## src/rtl/lbr_pkg.sv

```systemverilog
// ----------------------------------------------------------------------------
// lbr_pkg
// Shared types and constants for the bounded random number server.
// ----------------------------------------------------------------------------
`timescale 1ns / 1ps
`default_nettype none

package lbr_pkg;

	// generator constants
	localparam int unsigned LCG_W      = 31;
	localparam logic [LCG_W-1:0] LCG_MUL   = 31'(32'd1103515245);
	localparam logic [LCG_W-1:0] LCG_INC   = 31'd12345;
	localparam logic [LCG_W-1:0] SEED_RST  = 31'd1;

	// draw and item widths
	localparam int unsigned FRAC_W     = 24;
	localparam int unsigned DATA_W     = 32;
	localparam int unsigned OP_W       = 2;
	localparam int unsigned IN_TDATA_W  = 72;
	localparam int unsigned OUT_TDATA_W = 56;
	localparam int unsigned CNT_W      = 5;
	localparam logic [CNT_W-1:0] LAST_STEP = CNT_W'(FRAC_W - 1);

	// request kinds, the unused code is served as a fraction draw
	typedef enum logic [OP_W-1:0] {
		OP_FRAC     = 2'd0,
		OP_UNSIGNED = 2'd1,
		OP_SIGNED   = 2'd2
	} op_t;

	// sequencer states
	typedef enum logic [2:0] {
		ST_IDLE,
		ST_SETUP,
		ST_DIV,
		ST_MUL,
		ST_DONE
	} state_t;

endpackage : lbr_pkg

`default_nettype wire

```

## src/rtl/lbr_lcg.sv

```systemverilog
// ----------------------------------------------------------------------------
// lbr_lcg
// 31-bit linear congruential generator state with seed load and advance.
// ----------------------------------------------------------------------------
`timescale 1ns / 1ps
`default_nettype none

module lbr_lcg (
	input  wire logic                   clk,
	input  wire logic                   arst_n,
	input  wire logic                   load,
	input  wire logic [lbr_pkg::LCG_W-1:0] seed,
	input  wire logic                   advance,
	output logic [lbr_pkg::LCG_W-1:0]   state
);

	logic [lbr_pkg::LCG_W-1:0] state_q;
	logic [lbr_pkg::LCG_W-1:0] next_state;

	// x' = a*x + c, only the low 31 bits are kept
	assign next_state = lbr_pkg::LCG_W'(state_q * lbr_pkg::LCG_MUL + lbr_pkg::LCG_INC);

	// state register, a seed write wins over an advance
	always_ff @(posedge clk or negedge arst_n) begin
		if (!arst_n) begin
			state_q <= lbr_pkg::SEED_RST;
		end else if (load) begin
			state_q <= seed;
		end else if (advance) begin
			state_q <= next_state;
		end
	end

	assign state = state_q;

endmodule : lbr_lcg

`default_nettype wire

```

## src/rtl/lcg_bounded_random.sv

```systemverilog
// ----------------------------------------------------------------------------
// lcg_bounded_random
// Random number server: fraction draws and bounded integer draws.
// ----------------------------------------------------------------------------
// Usage:
//   An item enters on s_tvalid/s_tready/s_tdata and carries op, range_start
//   and range_end. One result item leaves on m_tvalid/m_tready/m_tdata with
//   the drawn value and the 24-bit draw. One item is in work at a time;
//   s_tready is high only while the sequencer is idle.
//   Fraction draws and empty ranges go from setup straight to the done
//   state. Range draws run 24 steps of one shared 33-bit add/subtract unit
//   (restoring remainder for ranges below 2^24, shift-add multiply for wider
//   ranges) before the done state; a new item is taken only once the
//   sequencer is back in idle.
//   The result sits in an output register; a stalled receiver holds it and
//   a finished item waits in the sequencer until that register is free.
//   cfg_valid/cfg_ready/cfg_data writes the seed and reloads the generator;
//   cfg_ready is high while idle. Reset loads the generator with seed 1.
// ----------------------------------------------------------------------------
`timescale 1ns / 1ps
`default_nettype none

module lcg_bounded_random (
	input  wire logic                          clk,
	input  wire logic                          arst_n,
	// op [1:0], range_start [33:2], range_end [65:34], zero fill above
	input  wire logic [lbr_pkg::IN_TDATA_W-1:0]  s_tdata,
	input  wire logic                          s_tvalid,
	output logic                               s_tready,
	// value [31:0], fraction [55:32]
	output logic [lbr_pkg::OUT_TDATA_W-1:0]    m_tdata,
	output logic                               m_tvalid,
	input  wire logic                          m_tready,
	input  wire logic [lbr_pkg::LCG_W-1:0]     cfg_data,
	input  wire logic                          cfg_valid,
	output logic                               cfg_ready
);

	lbr_pkg::state_t state_q, state_d;

	logic [lbr_pkg::OP_W-1:0]   op_q;
	logic [lbr_pkg::DATA_W-1:0] start_q;
	logic [lbr_pkg::DATA_W-1:0] end_q;
	logic [lbr_pkg::DATA_W-1:0] range_q;
	logic [lbr_pkg::FRAC_W-1:0] r_q;
	logic [lbr_pkg::FRAC_W-1:0] frac_q;
	logic [lbr_pkg::DATA_W:0]   acc_q;
	logic [lbr_pkg::CNT_W-1:0]  cnt_q;
	logic                       add_start_q;

	logic [lbr_pkg::OUT_TDATA_W-1:0] m_tdata_q;
	logic                            m_tvalid_q;

	logic [lbr_pkg::LCG_W-1:0]  lcg_state;
	logic [lbr_pkg::FRAC_W-1:0] draw;
	logic                       advance;
	logic                       is_range;
	logic                       empty;
	logic [lbr_pkg::DATA_W-1:0] range_d;
	logic                       out_free;
	logic                       last_step;
	logic [lbr_pkg::DATA_W-1:0] value_out;

	// shared add/subtract unit
	logic [lbr_pkg::DATA_W:0]   alu_a;
	logic [lbr_pkg::DATA_W:0]   alu_b;
	logic                       alu_cin;
	logic [lbr_pkg::DATA_W+1:0] alu_sum;
	logic [lbr_pkg::FRAC_W:0]   div_shift;

	assign s_tready  = (state_q == lbr_pkg::ST_IDLE);
	assign cfg_ready = (state_q == lbr_pkg::ST_IDLE);
	assign out_free  = !m_tvalid_q || m_tready;
	assign last_step = (cnt_q == lbr_pkg::LAST_STEP);

	// generator
	assign draw = lcg_state[29:6];

	lbr_lcg u_lcg (
		.clk     (clk),
		.arst_n  (arst_n),
		.load    (cfg_valid && cfg_ready),
		.seed    (cfg_data),
		.advance (advance),
		.state   (lcg_state)
	);

	// request decode for the setup step
	always_comb begin
		is_range = 1'b0;
		empty    = 1'b0;
		case (lbr_pkg::op_t'(op_q))
			lbr_pkg::OP_UNSIGNED: begin
				is_range = 1'b1;
				empty    = (end_q <= start_q);
			end
			lbr_pkg::OP_SIGNED: begin
				is_range = 1'b1;
				empty    = ($signed(end_q) <= $signed(start_q));
			end
			default: begin
				is_range = 1'b0;
				empty    = 1'b0;
			end
		endcase
	end

	assign range_d = end_q - start_q;
	assign advance = (state_q == lbr_pkg::ST_SETUP) && !(is_range && empty);

	// operand select: remainder trial subtract or multiply accumulate
	assign div_shift = {acc_q[lbr_pkg::FRAC_W-1:0], r_q[lbr_pkg::FRAC_W-1]};

	always_comb begin
		if (state_q == lbr_pkg::ST_DIV) begin
			alu_a   = (lbr_pkg::DATA_W+1)'(div_shift);
			alu_b   = ~{1'b0, range_q};
			alu_cin = 1'b1;
		end else begin
			alu_a   = acc_q;
			alu_b   = r_q[0] ? {1'b0, range_q} : '0;
			alu_cin = 1'b0;
		end
	end

	assign alu_sum = {1'b0, alu_a} + {1'b0, alu_b} + (lbr_pkg::DATA_W+2)'(alu_cin);

	// sequencer next state
	always_comb begin
		state_d = state_q;
		case (state_q)
			lbr_pkg::ST_IDLE: begin
				if (s_tvalid) state_d = lbr_pkg::ST_SETUP;
			end
			lbr_pkg::ST_SETUP: begin
				if (!is_range || empty) begin
					state_d = lbr_pkg::ST_DONE;
				end else if (range_d[lbr_pkg::DATA_W-1:lbr_pkg::FRAC_W] != '0) begin
					state_d = lbr_pkg::ST_MUL;
				end else begin
					state_d = lbr_pkg::ST_DIV;
				end
			end
			lbr_pkg::ST_DIV,
			lbr_pkg::ST_MUL: begin
				if (last_step) state_d = lbr_pkg::ST_DONE;
			end
			lbr_pkg::ST_DONE: begin
				if (out_free) state_d = lbr_pkg::ST_IDLE;
			end
			default: state_d = lbr_pkg::ST_IDLE;
		endcase
	end

	always_ff @(posedge clk or negedge arst_n) begin
		if (!arst_n) begin
			state_q <= lbr_pkg::ST_IDLE;
		end else begin
			state_q <= state_d;
		end
	end

	// working registers
	always_ff @(posedge clk) begin
		case (state_q)
			lbr_pkg::ST_IDLE: begin
				op_q    <= s_tdata[1:0];
				start_q <= s_tdata[33:2];
				end_q   <= s_tdata[65:34];
			end
			lbr_pkg::ST_SETUP: begin
				cnt_q   <= '0;
				range_q <= range_d;
				r_q     <= draw;
				if (is_range && empty) begin
					acc_q       <= {1'b0, start_q};
					frac_q      <= '0;
					add_start_q <= 1'b0;
				end else if (is_range) begin
					acc_q       <= '0;
					frac_q      <= draw;
					add_start_q <= 1'b1;
				end else begin
					acc_q       <= (lbr_pkg::DATA_W+1)'(draw);
					frac_q      <= draw;
					add_start_q <= 1'b0;
				end
			end
			lbr_pkg::ST_DIV: begin
				// restoring remainder step, keep the difference when no borrow
				cnt_q <= cnt_q + 1'b1;
				r_q   <= r_q << 1;
				if (alu_sum[lbr_pkg::DATA_W+1]) begin
					acc_q <= alu_sum[lbr_pkg::DATA_W:0];
				end else begin
					acc_q <= (lbr_pkg::DATA_W+1)'(div_shift);
				end
			end
			lbr_pkg::ST_MUL: begin
				// shift-add step, only the high product half is kept
				cnt_q <= cnt_q + 1'b1;
				r_q   <= r_q >> 1;
				acc_q <= {1'b0, alu_sum[lbr_pkg::DATA_W:1]};
			end
			default: begin
			end
		endcase
	end

	// result value, offset by start for range draws
	assign value_out = add_start_q ? (start_q + acc_q[lbr_pkg::DATA_W-1:0])
	                               : acc_q[lbr_pkg::DATA_W-1:0];

	// output item register
	always_ff @(posedge clk or negedge arst_n) begin
		if (!arst_n) begin
			m_tvalid_q <= 1'b0;
		end else if (state_q == lbr_pkg::ST_DONE && out_free) begin
			m_tvalid_q <= 1'b1;
		end else if (m_tready) begin
			m_tvalid_q <= 1'b0;
		end
	end

	always_ff @(posedge clk) begin
		if (state_q == lbr_pkg::ST_DONE && out_free) begin
			m_tdata_q <= {frac_q, value_out};
		end
	end

	assign m_tvalid = m_tvalid_q;
	assign m_tdata  = m_tdata_q;

endmodule : lcg_bounded_random

`default_nettype wire

```

## config.mk

```make
export PLATFORM = sky130hd
export DESIGN_NAME = lcg_bounded_random
export DESIGN_NICKNAME = d
export VERILOG_FILES = /design/src/rtl/lbr_pkg.sv /design/src/rtl/lbr_lcg.sv /design/src/rtl/lcg_bounded_random.sv
export SDC_FILE = /design/constraint.sdc
export NUM_CORES = 1
export LEC_CHECK = 0
export BUFFER_PORTS_ARGS = -buffer_cell sky130_fd_sc_hd__buf_4
export CORE_MARGIN = 2
export CORE_UTILIZATION = 65
export CTS_CLUSTER_SIZE = 12
export DETAILED_ROUTE_END_ITERATION = 8
export HOLD_SLACK_MARGIN = 0.03
export PLACE_DENSITY = 0.82
export REMOVE_ABC_BUFFERS = 1
export SLEW_MARGIN = 20
export SYNTH_ARGS = -nofsm -noshare
export SYNTH_HDL_FRONTEND = slang
export SYNTH_SLANG_ARGS = --single-unit
```

## constraint.sdc

```tcl
create_clock -name clk -period 15 [get_ports clk]
set_input_delay 2.25 -clock clk [delete_from_list [all_inputs] [get_ports clk]]
set_output_delay 2.25 -clock clk [all_outputs]
set_load 0.005 [all_outputs]
```

==> impl_metrics.py, run 1 <==
metrics = {
    "run_status": {
        "outcome": "finished clean",
    },
    "yosys": {
        "syn_inst": 2487,
        "synthTopCellsByArea": "edfxtp_1 29%, ha_1 14%, fa_1 14%",
        "synth-edff-count": 241,
        "ys_seq_elements": 275,
        "ys_warn_count": 0,
        "synth-main-ff-cell": "edfxtp_1",
        "synth_area_mm2": 0.0247,
        "synth_top_area_share_pct": 29.3,
        "yosysUniqueCellTypes": 83,
        "async_reset_ff_share_pct": 12.4,
        "synth.yosys.seq_area_share_pct": 32.8,
        "avgSynthCellArea_um2": 9.92,
        "synth_top_cell_by_area": "edfxtp_1",
    },
    "floorplan": {
        "die-area_mm2": 0.0395,
        "rows": 71,
        "initial_core_util_pct": 65.8,
        "die_x_um": 199,
        "core_mm2": 0.0375,
        "die_h_um": 199,
        "num_io_pins": 167,
    },
    "clock_network": {
        "htreeDepth": 2,
        "cts_hold_buffers": 0,
        "ctsResizeCount": 0,
        "cts_sinks": 275,
        "cts_buffer_depth": 3,
        "clk_pin_slew_ns": 0.06,
        "cts-root-buf": "clkbuf_16",
        "clock_latency_ns": 0.56,
        "postCtsSetupBuffers": 0,
        "cts_tree": "built",
        "cts_made_buffers": 34,
    },
    "routing": {
        "drc": 0,
        "wl_per_cell_um": 21.2,
        "firstDrtPassIters": 6,
        "initialDrtViolationCount": 1631,
        "wl_mm": 67.2,
        "vias": 19000,
        "avgViaCountPerCell": 5.99,
        "ant_nets": 0,
    },
    "sta": {
        "period_share_pct": 53.4,
        "slew_headroom_pct": 42.6,
        "worst_slew_pin_slew_ns": 0.860,
        "skew_ns": 0.0159,
        "rsz0062_at_grt": "false",
        "post-route-min-period_ns": 8.01,
        "max_freq_mhz": 125,
        "setup_violations": 0,
        "final-max-slew-violation-count": 0,
        "finalSetupTns_ns": 0,
        "hold_viol_final": 0,
    },
    "finish": {
        "nFillCells": 2688,
        "drive_gt1_share_pct": 9.90,
        "final_nets": 3200,
        "syn_to_final_growth_pct": 11.3,
        "n_antenna_cell": 0,
    },
    "setup_path": {
        "end_kind": "flop",
        "cp_slowest_stage_delay_ns": 0.77,
        "startpoint_type": "flop",
        "required_ns": 15.41,
        "cp_slowest_cell": "dfrtp_1",
        "critPathKind": "flop to flop",
        "crit_fanout": 10,
        "critical_path_arrival_ns": 8.42,
    },
    "global_routing": {
        "antenna_found_initial": 1,
        "grt_usage_pct": 35.1,
        "grt_pass1_vias": 19600,
        "grt_max_degree": 59,
        "grt_pass1_wl_mm": 105,
        "grt.overflow.total": 0,
    },
    "placed_design": {
        "io_buffers": 159,
        "place_hpwl_mm": 52.4,
        "gp_congestion": 0.984,
    },
    "min_path": {
        "holdCritPathClass": "flop to flop",
    },
    "flow_run": {
        "drv_cap": 0,
    },
}
-- kinds of logic after synthesis --
kind of cell / synth area share, %
simple gates: 9.55
fa+ha+maj: 28.3
flops: 32.8
mux: 2.98
buf+inv: 8.21
compound gates: 13.5
xor+xnor: 4.65
-- synthesized netlist by cell type (19+ instances only) --
| cell | n |
|---|---|
| nand2b_1 | 21 |
| a31oi_1 | 28 |
| o21ai_1 | 40 |
| inv_1 | 470 |
| nand3_1 | 26 |
| ha_1 | 283 |
| o211ai_1 | 19 |
| xor2_1 | 41 |
| fa_1 | 172 |
| nor3_1 | 34 |
| nand2_1 | 206 |
| dfrtp_1 | 33 |
| mux2i_1 | 52 |
| o21ai_0 | 103 |
| a21o_1 | 55 |
| clkbuf_1 | 52 |
| nor2_1 | 111 |
| nor2b_1 | 20 |
| o22ai_1 | 20 |
| edfxtp_1 | 241 |
| xnor2_1 | 88 |
| and2_1 | 23 |
| a21oi_1 | 110 |
-- critical path: cells and delay by family, from the launching register on --
kind,cells,cell delay (ns)
fa+ha+maj,9,4.21
compound gates,9,2.46
flops,1,0.77
buf+inv,6,0.30
simple gates,1,0.10
-- worst paths after layout --
path | depth (start not counted) | slack, ns | endpoint | start
min in group asynchronous | 1 | 1.70 | u_lcg.state[25] | arst_n
worst max register to register | 25 | 6.99 | u_lcg.state[25] | u_lcg.state[7]
worst max-delay path | 25 | 6.99 | u_lcg.state[25] | u_lcg.state[7]
worst min-delay path | 0 | 0.42 | m_tdata[32] | frac_q[0]
worst min register to register | 0 | 0.42 | m_tdata[32] | frac_q[0]
max in group asynchronous | 1 | 12.91 | u_lcg.state[9] | arst_n
-- sequential cells by signal (all words and copies together) (netlist names) --
name	count
start_q	32
u_lcg.state	30
state_q	3
m_tvalid	1
range_q	32
end_q	32
m_tdata	56
r_q	24
op_q	2
cnt_q	5
frac_q	24
add_start_q	1
acc_q	33
-- final cells by class --
cell class	instances	area [um2]	share of cell area [%]
multi-input cells	1676	14600	53.1
flip-flops and latches	275	8090	29.5
inverters	472	1770	6.45
repair buffers	178	1340	4.87
clock buffers	40	895	3.26
well taps	511	639	2.33
clock inverters	16	145	0.529
-- through the flow --
step	setup WS (ns)	std cells	area [um2]	utilization (%)	hold WS, ns
floorplan	5.73	2423	24400	-	0.400
global placement	7.23	3112	26400	70.5	0.404
detailed placement	7.10	3112	26400	70.5	0.405
CTS	7.07	3168	27500	73.2	0.418
global route	6.74	3168	27500	73.2	0.429
finish	6.99	3168	27500	73.2	0.419
-- cells in the final DEF (no fill, tap or decap), types with 7 or more instances in the layout --
cell type and n:
a211oi_1 17, o31ai_1 7, or3_1 9, nand2_1 206, clkbuf_16 35, nor2b_1 20
fa_1 172, nor4_1 7, a21o_1 55, mux2_2 17, o21a_1 16, a21oi_1 110
o211ai_1 19, a222oi_1 17, nor3_1 33, nor2_1 109, and3_1 14, inv_1 470
mux2i_1 52, edfxtp_1 241, and2_1 23, nand4_1 8, xor2_1 41, nand3_1 26
o22ai_1 20, ha_1 283, buf_4 178, o21ai_1 39, xnor2_1 88, nand2b_1 20
o21ai_0 103, dfrtp_1 33, a31oi_1 28
-- routing by layer --
metal / up-vias / wire, um / share of wire, % / global-route usage (%)
met3: 137 / 4910 / 7.3 / 4.88
met5: - / 0 / 0 / 0
met1: 9277 / 26900 / 40 / 45.6
met2: 745 / 33200 / 49 / 60.4
met4: 0 / 2080 / 3.1 / 12.3
li1: 8826 / - / - / -
Power of run 1 is left out: the tool's default activity adds up to more than one toggle a clock period on the data nets, which glitch-free logic cannot reach.
==> run 2, diff against run 1 <==
--- a/config.mk
+++ b/config.mk
@@ -7,11 +7,11 @@
 export LEC_CHECK = 0
 export BUFFER_PORTS_ARGS = -buffer_cell sky130_fd_sc_hd__buf_4
 export CORE_MARGIN = 2
-export CORE_UTILIZATION = 65
+export CORE_UTILIZATION = 57
 export CTS_CLUSTER_SIZE = 12
 export DETAILED_ROUTE_END_ITERATION = 8
 export HOLD_SLACK_MARGIN = 0.03
-export PLACE_DENSITY = 0.82
+export PLACE_DENSITY = 0.76
 export REMOVE_ABC_BUFFERS = 1
 export SLEW_MARGIN = 20
 export SYNTH_ARGS = -nofsm -noshare
==> constraint.sdc (replaced) <==
create_clock -name clk -period 6.6 [get_ports clk]
set_input_delay 0.99 -clock clk [delete_from_list [all_inputs] [get_ports clk]]
set_output_delay 0.99 -clock clk [all_outputs]
set_load 0.005 [all_outputs]
==> run 2 against run 1 <==
The run now ends with setup timing left. Core utilization is 6.1 points lower. Die area is 14% higher. Hold slack worse by 0.013 ns. Critical endpoint is now u_lcg.state[27]. Largest cell class unchanged.
==> impl_metrics.py, run 2 (synthesis gave the netlist of run 1 again) <==
metrics = {
    "run_status": {
        "outcome": "finished, violations left",
        "violations": "setup timing",
    },
    "setup_path": {
        "end_kind": "flop",
        "critical_path_arrival_ns": 7.04,
        "crit_fanout": 3,
        "worstRegToRegCells": 26,
        "startpoint_type": "flop",
        "timing.rr.end": "u_lcg.state[27]",
        "timing.rr.start": "u_lcg.state[8]",
        "required_ns": 7.00,
        "reg2reg_slack_ns": -0.04,
        "critPathKind": "flop to flop",
    },
    "sta": {
        "period_share_pct": 101,
        "slew_headroom_pct": 26.6,
        "max_freq_mhz": 151,
        "hold_viol_final": 0,
        "finalWorstSetupSlack_ns": -0.0438,
        "final-max-slew-violation-count": 0,
        "setup_violations": 1,
        "rsz0062_at_grt": "true",
        "worst_slew_pin_slew_ns": 1.10,
        "skew_ns": 0.0296,
        "post-route-min-period_ns": 6.64,
    },
    "routing": {
        "wl_per_cell_um": 20.3,
        "drc": 0,
        "vias": 19100,
        "ant_nets": 0,
        "initialDrtViolationCount": 1312,
        "firstDrtPassIters": 5,
        "wl_mm": 67.9,
        "avgViaCountPerCell": 5.71,
    },
    "clock_network": {
        "cts_hold_buffers": 0,
        "cts_made_buffers": 34,
        "cts_buffer_depth": 3,
        "cts_tree": "built",
        "cts_sinks": 275,
        "clock_latency_ns": 0.56,
        "htreeDepth": 2,
        "clk_pin_slew_ns": 0.06,
        "cts-root-buf": "clkbuf_16",
    },
    "min_path": {
        "holdCritPathClass": "input pin to async pin",
    },
    "finish": {
        "postLayoutCoreUtil_pct": 67.2,
        "final_nets": 3294,
        "fin_cells": 3340,
        "n_antenna_cell": 0,
        "final_cell_mix": "463 x inv_1, 263 x buf_4, 255 x ha_1, 241 x edfxtp_1, 206 x nand2_1",
        "syn_to_final_growth_pct": 16.8,
        "seq_area_mm2": 0.00810,
        "multi_input_area_mm2": 0.0150,
        "final_common_cell": "inv_1",
        "largest_reg_flops": 56,
        "drive_gt1_share_pct": 15.4,
        "nFillCells": 3317,
    },
    "floorplan": {
        "die_x_um": 212,
        "core_mm2": 0.0429,
        "rows": 76,
        "die-area_mm2": 0.0449,
        "die_h_um": 212,
        "num_io_pins": 167,
        "initial_core_util_pct": 57.5,
    },
    "global_routing": {
        "antenna_found_initial": 0,
        "grt_usage_pct": 30.7,
        "grt.overflow.total": 0,
        "grt_pass1_vias": 19600,
        "grt_pass1_wl_mm": 105,
        "grt_max_degree": 86,
    },
    "placed_design": {
        "io_buffers": 159,
        "dpl.cell_count": 3272,
        "place_hpwl_mm": 54.0,
        "gp_congestion": 0.985,
    },
    "flow_run": {
        "drv_cap": 0,
    },
}
-- run 2: cell count changes in the layout (fill, tap and decap cells not counted), sizes merged --
cell      before  now
inv          472  475
clkbuf        40   44
clkinv        13   10
bufinv         2    3
buf          178  272
clkinvlp       1    0
-- run 2: critical path: stages (launching register included) --
cell       delay [ns]
dfrtp_2          0.45
ha_4             0.29
fa_1             0.42
fa_1             0.53
inv_2            0.04
fa_1             0.48
inv_1            0.05
ha_1             0.28
inv_2            0.04
fa_1             0.51
inv_2            0.04
fa_1             0.53
inv_1            0.05
fa_1             0.50
inv_2            0.05
ha_4             0.21
a21o_1           0.15
a21o_1           0.15
a21o_1           0.19
a2111oi_2        0.30
nor3_1           0.10
a221oi_2         0.33
o21ai_2          0.15
buf_6            0.14
o31ai_4          0.19
xor2_1           0.22
mux2i_1          0.10
-- run 2: area by class of cell --
| class | instances | area share [%] |
|---|---|---|
| Sequential cell | 275 | 28.1 |
| Inverter | 472 | 6.15 |
| Clock inverter | 16 | 0.634 |
| Tap cell | 585 | 2.54 |
| Clock buffer | 44 | 3.26 |
| Multi-Input combinational cell | 1676 | 52.1 |
| Timing Repair Buffer | 272 | 7.22 |
-- run 2: what timing repair did --
item	CTS	global route
buffers inserted	5	3
pin swaps	34	34
gates resized for setup	35	50
endpoints found under the setup margin	9	10
-- run 2: metal layers --
| metal | GRT usage, % | share of wire [%] | vias to the layer above |
|---|---|---|---|
| met4 | 9.74 | 3.2 | 0 |
| li1 | - | - | 9007 |
| met2 | 54.5 | 50 | 622 |
| met1 | 39.2 | 41 | 9306 |
| met3 | 3.68 | 5.3 | 120 |
| met5 | 0 | 0 | - |
-- run 2: worst max path at each step --
stage | to | depth (start not counted) | from | slack [ns]
floorplan | u_lcg.state[1] | 4 | state_q[0] | -2.67
global placement | u_lcg.state[27] | 26 | u_lcg.state[8] | -0.55
detailed placement | u_lcg.state[25] | 25 | u_lcg.state[8] | -0.57
CTS | u_lcg.state[26] | 24 | u_lcg.state[6] | 0.003
global route | u_lcg.state[27] | 28 | u_lcg.state[11] | -0.30
finish | u_lcg.state[27] | 26 | u_lcg.state[8] | -0.04
-- run 2: stage by stage --
step / worst slack, ns / hold slack [ns] / setup TNS [ns] / cell area [um2]
floorplan: -2.67 / 0.400 / -87.98 / 24400
global placement: -0.551 / 0.405 / -1.95 / 27100
detailed placement: -0.572 / 0.405 / -2.21 / 27100
CTS: 0.00290 / 0.402 / 0 / 28500
global route: -0.295 / 0.417 / -1.13 / 28800
finish: -0.0438 / 0.406 / -0.0438 / 28800
Power of run 2 is left out for the same reason.
